===== src/rtl/erot_pkg.sv =====
// ----------------------------------------------------------------------------
// erot_pkg
// Shared constants and helpers for the Euler XYZ point rotation core.
// ----------------------------------------------------------------------------
package erot_pkg;

  // Default field widths.
  localparam int COORD_WIDTH_DEF = 16;
  localparam int ANGLE_WIDTH_DEF = 16;

  // Phase fed to the CORDIC: 65536 equals one full turn.
  localparam int PHASE_WIDTH  = 16;
  localparam int CORDIC_STEPS = 16;
  // Width of the CORDIC x/y datapath (Q1.30 plus growth) and of the angle residue.
  localparam int CORDIC_WIDTH = 34;
  localparam int RES_WIDTH    = 18;
  // Width of cosine and sine in Q1.16.
  localparam int CS_WIDTH     = 18;
  // Start value of x: CORDIC gain compensation in Q1.30.
  localparam logic signed [CORDIC_WIDTH-1:0] CORDIC_GAIN = 34'sd652032874;
  // Extra bits carried by coordinates between axis stages.
  localparam int COORD_GUARD  = 4;
  // Latencies of the sub-units.
  localparam int CORDIC_LAT   = CORDIC_STEPS + 2;
  localparam int AXIS_LAT     = 2;

  // Arctangent table in phase units.
  function automatic logic [RES_WIDTH-1:0] atan_step(input int idx);
    logic [RES_WIDTH-1:0] val;
    case (idx)
      0:       val = RES_WIDTH'(8192);
      1:       val = RES_WIDTH'(4836);
      2:       val = RES_WIDTH'(2555);
      3:       val = RES_WIDTH'(1297);
      4:       val = RES_WIDTH'(651);
      5:       val = RES_WIDTH'(326);
      6:       val = RES_WIDTH'(163);
      7:       val = RES_WIDTH'(81);
      8:       val = RES_WIDTH'(41);
      9:       val = RES_WIDTH'(20);
      10:      val = RES_WIDTH'(10);
      11:      val = RES_WIDTH'(5);
      12:      val = RES_WIDTH'(3);
      13:      val = RES_WIDTH'(1);
      14:      val = RES_WIDTH'(1);
      default: val = '0;
    endcase
    return val;
  endfunction

endpackage


===== src/rtl/erot_axis.sv =====
// ----------------------------------------------------------------------------
// erot_axis
// Plane rotation of (u, v) by one angle: products, then rounded sums.
// ----------------------------------------------------------------------------
module erot_axis
  import erot_pkg::*;
#(
  parameter int IW = COORD_WIDTH_DEF + COORD_GUARD
) (
  input  logic                       clk,
  input  logic                       ce,
  input  logic signed [IW-1:0]       u,
  input  logic signed [IW-1:0]       v,
  input  logic signed [IW-1:0]       w,
  input  logic signed [CS_WIDTH-1:0] cos_val,
  input  logic signed [CS_WIDTH-1:0] sin_val,
  output logic signed [IW-1:0]       a,
  output logic signed [IW-1:0]       b,
  output logic signed [IW-1:0]       w_out
);

  localparam int PW = IW + CS_WIDTH;

  logic signed [PW-1:0] cu;
  logic signed [PW-1:0] sv;
  logic signed [PW-1:0] su;
  logic signed [PW-1:0] cv;
  logic signed [IW-1:0] w_d;
  logic signed [PW:0]   sum_a;
  logic signed [PW:0]   sum_b;

  // Stage 1: the four products.
  always_ff @(posedge clk) begin
    if (ce) begin
      cu  <= PW'(u) * PW'(cos_val);
      sv  <= PW'(v) * PW'(sin_val);
      su  <= PW'(u) * PW'(sin_val);
      cv  <= PW'(v) * PW'(cos_val);
      w_d <= w;
    end
  end

  // Stage 2: a = c*u - s*v, b = s*u + c*v, rounded half up to the coordinate LSB.
  assign sum_a = ((PW+1)'(cu) - (PW+1)'(sv) + (PW+1)'(32768)) >>> 16;
  assign sum_b = ((PW+1)'(su) + (PW+1)'(cv) + (PW+1)'(32768)) >>> 16;

  always_ff @(posedge clk) begin
    if (ce) begin
      a     <= sum_a[IW-1:0];
      b     <= sum_b[IW-1:0];
      w_out <= w_d;
    end
  end

endmodule


===== config.mk =====
export PLATFORM = sky130hd
export DESIGN_NAME = erot_axis
export DESIGN_NICKNAME = d
export VERILOG_FILES = /design/src/rtl/erot_pkg.sv /design/src/rtl/erot_axis.sv
export SDC_FILE = /design/constraint.sdc
export NUM_CORES = 2
export LEC_CHECK = 0
export BUFFER_PORTS_ARGS = -buffer_cell sky130_fd_sc_hd__buf_2
export CAP_MARGIN = 20
export CORE_MARGIN = 4
export CORE_UTILIZATION = 35
export CTS_CLUSTER_SIZE = 16
export DETAILED_ROUTE_END_ITERATION = 8
export PLACE_DENSITY = 0.46
export SLEW_MARGIN = 10
export SYNTH_ARGS = -nofsm -noshare
export SYNTH_HDL_FRONTEND = slang
export SYNTH_SLANG_ARGS = --single-unit

===== constraint.sdc =====
create_clock -name clk -period 13.5 [get_ports clk]
set_clock_uncertainty 0.05 [all_clocks]
set_input_delay 1.35 -clock clk [delete_from_list [all_inputs] [get_ports clk]]
set_output_delay 1.35 -clock clk [all_outputs]
set_load 0.02 [all_outputs]

# After elaboration in Yosys (flattened, before gate mapping)
# Cells that the tools add are included.
[totals] regBits=224 ramBits=0 latchBits=0 in_bits=98 n_memories=0 output_inout_bits=60 mem_bits_ro=0 wordCells=16
[op_classes] div=0 muxes=0 shifts=0 n_mul=4 addsub=4 n_reduce_logical=0 n_eq_ne=0 bitwise_logic=0 magnitude_cmp=0
[op_table] cell="20-bit by 18-bit multiplier with 36-bit output" n=4
[op_table] cell="36-bit by 17-bit adder with 36-bit output, second input constant" n=2
[op_table] cell="36-bit adder" n=1
[op_table] cell="36-bit subtractor" n=1

# Depth between registers and ports, before layout
[logic_depth] word_depth=2 ltp_mapped=27 mapped_depth_nobuf=25

# Worst setup path before layout
# Ideal clock, no wire load.
[synth_timing] path_type="input to register" from="input port u[7]" to="register cu[32] (data pin)" path_slack_ns=5.799 required_ns=13.189 stages=24 setup_ns=0.261 arrival_time_ns=7.390 n_path_buf=2 path_cell_list="clkbuf_1 -> clkbuf_1 -> nand2_1 -> fa_1 -> inv_1 -> fa_1 -> inv_1 -> fa_1 -> inv_1 -> fa_1 -> fa_1 -> inv_1 -> fa_1 -> inv_1 -> ha_1 -> and3_1 -> and2_4 -> a221o_1 -> a221o_1 -> a31oi_2 -> a21oi_2 -> o221ai_4 -> a21oi_2 -> a311o_1"
[synth_between] elab_chain_cells=1
[synth_rtl] element="from (decl)" line_no="erot_axis.sv:12" text="input logic signed [IW-1:0] u,"
[synth_rtl] element="20-bit by 18-bit multiplier with 36-bit output" line_no="erot_axis.sv:35" text="cu <= PW'(u) * PW'(cos_val);"
[synth_rtl] element="to (signal assigned)" line_no="erot_axis.sv:35"
[synth_rtl] element="to (decl)" line_no="erot_axis.sv:24" text="logic signed [PW-1:0] cu;"
# No other way between the ends.
# A chain may end at the register's enable or synchronous reset.

# Worst setup path after layout
[layout_timing] from="input port sin_val[17]" to="register sv[32] (data pin)"
[layout_between] elab_chain_cells=1
[layout_rtl] element="from (decl)" line_no="erot_axis.sv:16" text="input logic signed [CS_WIDTH-1:0] sin_val,"
[layout_rtl] element="20-bit by 18-bit multiplier with 36-bit output" line_no="erot_axis.sv:36" text="sv <= PW'(v) * PW'(sin_val);"
[layout_rtl] element="to (signal assigned)" line_no="erot_axis.sv:36"
[layout_rtl] element="to (decl)" line_no="erot_axis.sv:25" text="logic signed [PW-1:0] sv;"
# No other way between the ends.

==> results.cfg <==
[sta]
tns_ns = 0
tightestPinTransition_ns = 1.11
min_period_ns = 8.10
slew_violations = 0
max_freq_ghz = 0.123
rsz0062_at_grt = false
maxSlewHeadroom_pct = 26.2
hold_viol = 0
post-route-period-util_pct = 60.0
setup_violations = 0

[setup_path]
r2r_slack_ns = 9.28
end_kind = flop
critPathArrivalTime_ns = 8.40
path_class = in2reg
cp_max_fo = 16
crit_path_start_kind = input port
worstPathRequired_ns = 13.80

[floorplan]
top_level_ports = 158
die-area_mm2 = 0.181
row_count = 153
die_height_um = 426
core_mm2 = 0.174
dieWidth_um = 426
start_util_pct = 35.2

[grt]
antenna_found_initial = 13
grt_util_all_layers_pct = 18.0
grt-ovfl-total = 0
grt_pass1_wl_um = 254000
grt_max_degree = 68
grt_pass1_vias = 44175

[clocking]
cts_buffers = 34
clockRootBuffer = clkbuf_16
cts_setup_buffers = 0
clk_path_buf_depth = 3
cts_sinks = 224
cts_tree = yes
clkTransAtPathRegs_ns = 0.06
clock_latency_ns = 0.59
postCtsResizedCells = 0
hold_buffers = 0
htree_num_levels = 2

[detailed_routing]
drtPass1Iterations = 5
wl_per_cell_um = 17.9
drt_iter0_markers = 1919
viasPerCell = 4.66
wirelength_um = 155000
vias = 40372
drc = 0
postRouteAntennaNets = 0

[yosys]
synth_top_area_cell = fa_1
synth_cells = 6358
synth_top_area_share_pct = 45.5
synthFlopType = edfxtp_1
syn_nets = 8354
ys_seq_area_share_pct = 11.0
ys_ff_latch = 224
async_flop_share_pct = 0
synth_cell_types = 71
synth_area_leaders = fa_1 (45%), edfxtp_1 (11%), ha_1 (10%), inv_1 (9.9%), and2_1 (7.4%)
yosys_warnings = 0
syn_avg_cell_area_um2 = 9.61
synth-edff-count = 224
synth.cell_area_mm2 = 0.0611

[flow_run]
cap_violations = 0

[layout]
drive_gt1_share_pct = 4.47
fin_cells = 8660
finalNetCount = 8301
syn_to_final_growth_pct = 6.68

[placement]
dp.cells = 8594
globalplace.congestion = 0.786
portBuffers = 157
place_hpwl_um = 117000

[min_path]
hp-class = reg2reg

[outcome]
status = completed
metal layers:
metal	vias to the layer above	wire length [um]	GRT usage [%]
li1	18571	-	-
met1	21094	70600	25.2
met2	591	76300	30.6
met3	112	4910	1.56
met4	4	3300	3.54
met5	-	30	0
area by class of cell:
| type | instances | area, um2 |
|---|---|---|
| antenna | 6 | 15.0 |
| clock inverter | 20 | 209 |
| multi-input combinational | 4229 | 47200 |
| inverter | 1605 | 6020 |
| tap | 2325 | 2910 |
| fill | 17872 | 109000 |
| timing repair buffer | 211 | 1200 |
| sequential | 224 | 6730 |
| clock buffer | 40 | 873 |
flip-flops by register name, summed over array words and instances (netlist names):
register,flops
a,20
b,20
w_out,20
sv,36
w_d,20
su,36
cv,36
cu,36
stage by stage:
stage | instance area, um2 | worst slack (ns) | hold WS (ns) | utilization, %
after floorplan | 61100 | 5.80 | 0.350 | -
final | 65200 | 5.40 | 0.366 | 37.5
after detailed placement | 64100 | 4.86 | 0.355 | 36.9
after global routing | 65200 | 5.04 | 0.372 | 37.5
after global placement | 64100 | 4.93 | 0.350 | 36.9
after CTS | 65200 | 5.50 | 0.364 | 37.5
worst max-delay path: stages:
cell and delay (ns):
buf_2 0.10, buf_4 0.20, inv_1 0.56, buf_4 0.41, nor2_1 0.09, fa_1 0.53, fa_1 0.42, fa_1 0.51
fa_1 0.43, fa_1 0.49, inv_1 0.05, fa_1 0.47, inv_1 0.04, ha_1 0.31, a2111o_1 0.42, a221oi_1 0.24
o311ai_1 0.26, a31oi_1 0.56, o21ai_1 0.25, o21a_1 0.23, o21ai_1 0.12, nand2b_1 0.06, a21oi_1 0.16, xnor2_1 0.08
cells in the final DEF (no fill, tap or decap), types with 5 or more instances in the layout:
master / n
a21boi_0: 5
nor2b_1: 19
nor2_1: 152
a211o_1: 6
and3_1: 17
a21o_1: 59
and2_1: 722
ha_1: 510
xnor2_1: 154
o21ai_1: 7
nand3_1: 22
nand4_1: 9
a21oi_1: 106
diode_2: 6
buf_4: 54
nor3_1: 27
buf_2: 156
o21bai_1: 10
o211ai_1: 9
o21ai_0: 65
a31oi_1: 18
inv_1: 1605
nand2_1: 712
nand2b_1: 37
fa_1: 1388
xor2_1: 38
o21a_1: 35
edfxtp_1: 224
o31ai_1: 5
or3_1: 6
a211oi_1: 16
clkbuf_16: 34
clkbuf_1: 6
cells in the mapped netlist, drive strengths merged (4+ instances only):
cell,number
nor2b,19
nor2,152
o21bai,10
nand2b,37
edfxtp,224
a211oi,16
o31a,4
ha,510
xor2,38
o2111ai,4
a211o,6
a221oi,5
inv,1605
a31oi,19
a221o,4
and2,723
o21a,35
xnor2,154
a21o,59
nand3,22
nand4,9
clkbuf,280
a21oi,110
a21boi,5
or3,6
o211ai,9
nor3,27
o31ai,5
buf,20
o21ai,73
fa,1388
nor4,4
a2111oi,6
nand2,712
and3,17
logic make-up after synthesis:
logic type	after synthesis	synth area share (%)
compound gates	402	4.44
mux	1	0.0164
buf+inv	1905	11.7
xor+xnor	192	2.75
flops	224	11.0
simple gates	1736	14.2
fa+ha+maj	1898	55.9
final timing paths:
path          startpoint  endpoint  cells after the start
min reg2reg       w_d[1]  w_out[1]                      0
min               w_d[1]  w_out[1]                      0
max          sin_val[17]    sv[32]                     24
max reg2reg       sv[11]     a[17]                     13
Power is left out: the tool's default activity adds up to more than one toggle a clock period on the data nets, which glitch-free logic cannot reach.
