### src/rtl/erot_pkg.sv
// ----------------------------------------------------------------------------
// erot_pkg
// Shared constants and helpers for the Euler XYZ point rotation core.
// ----------------------------------------------------------------------------
package erot_pkg;

  // Default field widths.
  localparam int COORD_WIDTH_DEF = 16;
  localparam int ANGLE_WIDTH_DEF = 16;

  // Phase fed to the CORDIC: 65536 equals one full turn.
  localparam int PHASE_WIDTH  = 16;
  localparam int CORDIC_STEPS = 16;
  // Width of the CORDIC x/y datapath (Q1.30 plus growth) and of the angle residue.
  localparam int CORDIC_WIDTH = 34;
  localparam int RES_WIDTH    = 18;
  // Width of cosine and sine in Q1.16.
  localparam int CS_WIDTH     = 18;
  // Start value of x: CORDIC gain compensation in Q1.30.
  localparam logic signed [CORDIC_WIDTH-1:0] CORDIC_GAIN = 34'sd652032874;
  // Extra bits carried by coordinates between axis stages.
  localparam int COORD_GUARD  = 4;
  // Latencies of the sub-units.
  localparam int CORDIC_LAT   = CORDIC_STEPS + 2;
  localparam int AXIS_LAT     = 2;

  // Arctangent table in phase units.
  function automatic logic [RES_WIDTH-1:0] atan_step(input int idx);
    logic [RES_WIDTH-1:0] val;
    case (idx)
      0:       val = RES_WIDTH'(8192);
      1:       val = RES_WIDTH'(4836);
      2:       val = RES_WIDTH'(2555);
      3:       val = RES_WIDTH'(1297);
      4:       val = RES_WIDTH'(651);
      5:       val = RES_WIDTH'(326);
      6:       val = RES_WIDTH'(163);
      7:       val = RES_WIDTH'(81);
      8:       val = RES_WIDTH'(41);
      9:       val = RES_WIDTH'(20);
      10:      val = RES_WIDTH'(10);
      11:      val = RES_WIDTH'(5);
      12:      val = RES_WIDTH'(3);
      13:      val = RES_WIDTH'(1);
      14:      val = RES_WIDTH'(1);
      default: val = '0;
    endcase
    return val;
  endfunction

endpackage

### src/rtl/erot_cordic.sv
// ----------------------------------------------------------------------------
// erot_cordic
// Pipelined CORDIC: one rotation step per register stage, giving cos and sin.
// ----------------------------------------------------------------------------
module erot_cordic
  import erot_pkg::*;
(
  input  logic                          clk,
  input  logic                          ce,
  input  logic [PHASE_WIDTH-1:0]        phase,
  output logic signed [CS_WIDTH-1:0]    cos_val,
  output logic signed [CS_WIDTH-1:0]    sin_val
);

  logic signed [CORDIC_WIDTH-1:0] xs  [0:CORDIC_STEPS];
  logic signed [CORDIC_WIDTH-1:0] ys  [0:CORDIC_STEPS];
  logic signed [RES_WIDTH-1:0]    zs  [0:CORDIC_STEPS];
  logic                           neg [0:CORDIC_STEPS];

  logic signed [RES_WIDTH-1:0] z_fold;
  logic                        mid;
  logic signed [CORDIC_WIDTH-1:0] x_rnd;
  logic signed [CORDIC_WIDTH-1:0] y_rnd;
  logic signed [CS_WIDTH-1:0]     c_cut;
  logic signed [CS_WIDTH-1:0]     s_cut;

  // Quadrant fold: the two middle quadrants move by half a turn and flip sign.
  assign mid = phase[PHASE_WIDTH-1] ^ phase[PHASE_WIDTH-2];
  always_comb begin
    if (mid) begin
      z_fold = RES_WIDTH'($signed({~phase[PHASE_WIDTH-1], phase[PHASE_WIDTH-2:0]}));
    end else begin
      z_fold = RES_WIDTH'($signed(phase));
    end
  end

  always_ff @(posedge clk) begin
    if (ce) begin
      xs[0]  <= CORDIC_GAIN;
      ys[0]  <= '0;
      zs[0]  <= z_fold;
      neg[0] <= mid;
    end
  end

  // One micro-rotation per stage.
  for (genvar i = 0; i < CORDIC_STEPS; i++) begin : g_step
    logic signed [CORDIC_WIDTH-1:0] xsh;
    logic signed [CORDIC_WIDTH-1:0] ysh;
    assign xsh = xs[i] >>> i;
    assign ysh = ys[i] >>> i;
    always_ff @(posedge clk) begin
      if (ce) begin
        neg[i+1] <= neg[i];
        if (!zs[i][RES_WIDTH-1]) begin
          xs[i+1] <= xs[i] - ysh;
          ys[i+1] <= ys[i] + xsh;
          zs[i+1] <= zs[i] - $signed(atan_step(i));
        end else begin
          xs[i+1] <= xs[i] + ysh;
          ys[i+1] <= ys[i] - xsh;
          zs[i+1] <= zs[i] + $signed(atan_step(i));
        end
      end
    end
  end

  // Round to Q1.16 and undo the fold.
  assign x_rnd = (xs[CORDIC_STEPS] + CORDIC_WIDTH'(8192)) >>> 14;
  assign y_rnd = (ys[CORDIC_STEPS] + CORDIC_WIDTH'(8192)) >>> 14;
  assign c_cut = x_rnd[CS_WIDTH-1:0];
  assign s_cut = y_rnd[CS_WIDTH-1:0];

  always_ff @(posedge clk) begin
    if (ce) begin
      cos_val <= neg[CORDIC_STEPS] ? -c_cut : c_cut;
      sin_val <= neg[CORDIC_STEPS] ? -s_cut : s_cut;
    end
  end

endmodule

### config.mk
export PLATFORM = sky130hd
export DESIGN_NAME = erot_cordic
export DESIGN_NICKNAME = d
export VERILOG_FILES = /design/src/rtl/erot_pkg.sv /design/src/rtl/erot_cordic.sv
export SDC_FILE = /design/constraint.sdc
export NUM_CORES = 2
export LEC_CHECK = 0
export BUFFER_PORTS_ARGS = -buffer_cell sky130_fd_sc_hd__buf_2
export CAP_MARGIN = 0
export CORE_ASPECT_RATIO = 2
export CORE_UTILIZATION = 54
export CTS_CLUSTER_DIAMETER = 200
export DETAILED_ROUTE_END_ITERATION = 8
export PLACE_DENSITY = 0.7
export SLEW_MARGIN = 25
export SYNTH_ARGS = -nofsm -noshare
export SYNTH_HDL_FRONTEND = slang
export SYNTH_SLANG_ARGS = --single-unit
### constraint.sdc
create_clock -name clk -period 12.8 [get_ports clk]
set_input_delay 1.28 -clock clk [delete_from_list [all_inputs] [get_ports clk]]
set_output_delay 1.28 -clock clk [all_outputs]
set_load 0.01 [all_outputs]
# ---- Yosys cells after proc, flatten, opt, wreduce, memory -nomap -nowiden
# Memory sizes are Yosys's and may differ from the RTL's.
# Cells that the tools add are included.
dict set report word_totals {
  reg_bits 36
  latchBits 0
  ramBits 1479
  rom_bits 0
  input_bits 18
  output_inout_bits 36
  memories 4
}
# name depth width read_ports rd_clocked_by_memory_dff write_ports line_no
set mem_list {}
lappend mem_list {xs 17 34 17 0 17 erot_cordic.sv:15} ;# logic signed [CORDIC_WIDTH-1:0] xs [0:CORDIC_STEPS];
lappend mem_list {ys 17 34 17 0 17 erot_cordic.sv:16} ;# logic signed [CORDIC_WIDTH-1:0] ys [0:CORDIC_STEPS];
lappend mem_list {zs 17 18 16 0 17 erot_cordic.sv:17} ;# logic signed [RES_WIDTH-1:0] zs [0:CORDIC_STEPS];
lappend mem_list {neg 17 1 17 0 17 erot_cordic.sv:18} ;# logic neg [0:CORDIC_STEPS];
dict set report classes {
  add_sub_neg 97
  mul 0
  div 0
  order_cmp 0
  n_eq_ne 0
  shift 0
  mux 149
  bitwise_logic 50
  n_reduce_logical 0
}
# cell n
set op_table {}
lappend op_table {{$mux 34} 32}
lappend op_table {{$mux 18} 19}
lappend op_table {{$mux 1} 98}
lappend op_table {{$add 34x19->34} 2}
lappend op_table {{$add 34x20->34} 2}
lappend op_table {{$add 34x21->34} 2}
lappend op_table {{$add 34x22->34} 2}
lappend op_table {{$add 34x23->34} 2}
lappend op_table {{$add 34x24->34} 2}
lappend op_table {{$add 34x25->34} 2}
lappend op_table {{$add 34x26->34} 2}
lappend op_table {{$add 34x27->34} 2}
lappend op_table {{$add 34x28->34} 2}
lappend op_table {{$add 34x29->34} 2}
lappend op_table {{$add 34x30->34} 2}
lappend op_table {{$add 34x31->34} 2}
lappend op_table {{$add 34x32->34} 2}
lappend op_table {{$add 34x33->34} 2}
lappend op_table {{$sub 34x19->34} 2}
lappend op_table {{$sub 34x20->34} 2}
lappend op_table {{$sub 34x21->34} 2}
lappend op_table {{$sub 34x22->34} 2}
lappend op_table {{$sub 34x23->34} 2}
lappend op_table {{$sub 34x24->34} 2}
lappend op_table {{other kinds (44)} 105}

# ---- Logic depth before layout (Yosys ltp)
dict set report logic_depth {
  ltp_word 4
  depth_mapped 22
  depth_no_buf 22
}

# ---- Worst setup path after synthesis
# No wires, ideal clock.
dict set report synth_timing {
  kind {in2reg}
  from {input ce}
  to {memory xs[4][30] (data pin)}
  setup_ns 0.260
  arrival_time_ns 5.341
  required_ns 12.540
  path_slack_ns 7.199
  cell_stages 20
  path_buffers 4
  path_cell_list {clkbuf_1 -> clkbuf_1 -> nand2_1 -> inv_1 -> clkbuf_1 -> buf_1 -> nor2_1 -> xor2_1 -> ha_1 -> a211oi_1 -> nor4_1 -> o311ai_1 -> a2111oi_2 -> o21bai_1 -> a211oi_1 -> o31a_1 -> nor3_1 -> o21bai_1 -> a21oi_1 -> xnor2_1}
}
# element line_no
set synth_lines {}
lappend synth_lines {{from (decl)} erot_cordic.sv:9} ;# input logic ce,
lappend synth_lines {{to (decl)} erot_cordic.sv:15}

==> impl_metrics.ini <==
[clocking]
post_cts_buffers = 0
cts-resized-gates = 0
clockBufferDepth = 4
path_clk_slew_ns = 0.07
cts_tree = yes
cts_hold_buf = 0
insertion_delay_ns = 0.85
h-tree-depth = 4
clkSinkCount = 1287
cts_buffers = 139
cts_root_buf = clkbuf_16

[placed_design]
gp_congestion = 1.057
dp_slack_ns = 5.393
dp.cells = 13550
numPortBuffers = 53
dp_hpwl_um = 282300

[setup_path]
end_kind = flop
cp_cell_sequence = nor3_1, nand2b_1, nor4_1, nand3_1, nor4_2, a21oi_1, xor2_1, ha_1, a21o_1, a21o_1, a21oi_1, a31oi_1, o41ai_1, o21ai_1, a21o_1, a21oi_1, xnor2_1
critPathSlowestCell = nor4_2
worstPathArrival_ns = 7.21
cpPeakStageDelay_ns = 0.85
critPathRequiredTime_ns = 13.36
crit_fanout = 6
worstSetupStartpointType = flop
r2r_cells = 17
path_class = reg -> reg

[logic_synthesis]
synthArstFlopShare = 0
synth_top_cell_area_share = 0.3612
yosys.area.top_type = edfxtp_1
syn-num-nets = 12310
synth_most_common_cell = edfxtp_1
avgSynthCellArea_sq_um = 9.658
syn_area_sq_mm = 0.1070
synth-edff-count = 1287
ys_types = 106
ys_seq_elements = 1287
ys_warn_count = 0
synth_top_flop_cell = edfxtp_1
synth.area.top_cells = edfxtp_1 36%, ha_1 14%, xnor2_1 9.4%, a21oi_1 5.4%, xor2_1 4.6%
synth_cells = 11080
yosysSeqAreaShare = 0.3612
synthTopCellsByCount = 1,287 x edfxtp_1, 1,174 x ha_1, 1,150 x a21oi_1

[layout]
layout.nets = 12370
stdcell_count = 13790
areaGrowthSynthToFinish_pct = 7.286
drive_above_1_share = 0.04364
nFillCells = 17070

[grt]
first_global_vias = 88570
grt_max_degree = 134
grt-ovfl-total = 0
grt_pass1_wl_um = 522200
antenna_found_initial = 13
grtUsageTotal = 0.3493

[sta]
rsz0062_at_grt = no
period_needed_ns = 6.648
worst_pin_slew_ns = 1.088
drv_slew = 0
skew_ns = 0.05962
timing.hold.ws_ns = 0.3940
fin_ws_ns = 6.152
tns_ns = 0
hold_viol = 0
setup_viol = 0
slew_headroom = 0.2562
period_share = 0.5194
fmax_ghz = 0.1504

[route]
drt_iter0_drc = 5129
vias = 86240
routedWlPerCell_um = 25.47
wirelength_um = 351200
dr.pass1.iters = 7
drcViolationCount = 0
ant_nets = 0
viasPerCell = 6.253

[die]
start_util = 0.5443
die_x_um = 316.7
dieArea_sq_mm = 0.2000
num_io_pins = 54
coreArea_sq_mm = 0.1966
num_rows = 230
die_y_um = 631.5

[min_path]
hold_class = reg -> reg
hold_depth = 0

[outcome]
status = complete, no violations

[job]
drv_cap = 0
-- placed cells by master, fill, tap and decap left out, types with 116 or more instances in the layout --
cell and count:
xnor2_1 1147, o21bai_1 162, a21oi_1 1150, nand2b_1 181, nand3_1 185, nor2b_1 143, o21ai_0 585, o21a_1 156
o31ai_1 116, nor2_1 878, nor3_1 263, inv_1 466, ha_1 1174, clkbuf_16 142, xor2_1 564, edfxtp_1 1287
a21o_1 447, nand2_1 632
-- flip-flops by register name (all words and copies together), names as in the netlist --
signal	cells
sin_val	18
neg	17
cos_val	18
xs	469
zs	269
ys	496
-- path summary, 6_finish.rpt --
kind	start	end	slack (ns)
worst max-delay path	ys[11][16]$_DFFE_PP_	xs[12][30]$_DFFE_PP_	6.15
worst min-delay path	neg[0][5]$_DFFE_PP_	neg[0][6]$_DFFE_PP_	0.39
worst max register to register	ys[11][16]$_DFFE_PP_	xs[12][30]$_DFFE_PP_	6.15
worst min register to register	neg[0][5]$_DFFE_PP_	neg[0][6]$_DFFE_PP_	0.39
-- cell type report --
type | instances | area [sq um] | area share
tap | 2552 | 3193 | 0.02782
antenna | 12 | 30.03 | 0.0002616
clock inverter | 80 | 922.1 | 0.008034
inverter | 475 | 1783 | 0.01553
multi-input combinational | 9123 | 65860 | 0.5738
clock buffer | 154 | 3598 | 0.03135
timing repair buffer | 110 | 748.2 | 0.006519
sequential | 1287 | 38650 | 0.3367
-- cell families after synthesis --
group / share of synthesized area
AOI/OAI and AO/OA: 0.1908
muxes: 0.009380
xor gates and xnor gates: 0.1402
adders and majority gates: 0.1455
DFF: 0.3612
and+or+nand+nor: 0.1293
buffers and inverters: 0.02350
-- worst max-delay path, delay by kind of cell (launching register included) --
kind,cells,cell delay (ns)
compound gates,9,2.51
simple gates,5,2.02
xor+xnor,2,0.76
flops,1,0.63
fa+ha+maj,1,0.44
-- stage by stage --
stage            util  instance area (sq um)
2_1_floorplan       -                 107000
3_3_place_gp   0.5605                 110200
3_5_place_dp   0.5605                 110200
4_1_cts        0.5835                 114700
5_1_grt        0.5839                 114800
6_report       0.5840                 114800
-- metal layers --
| layer | vias up | track usage | routed length [um] |
|---|---|---|---|
| met2 | 2630 | 0.6736 | 190000 |
| li1 | 41010 | - | - |
| met5 | - | 0 | 30 |
| met4 | 6 | 0.4018 | 48140 |
| met3 | 1611 | 0.05572 | 13630 |
| met1 | 40990 | 0.2648 | 99440 |
Power is left out: the tool's default activity adds up to more than one toggle a clock period on the data nets, which glitch-free logic cannot reach.
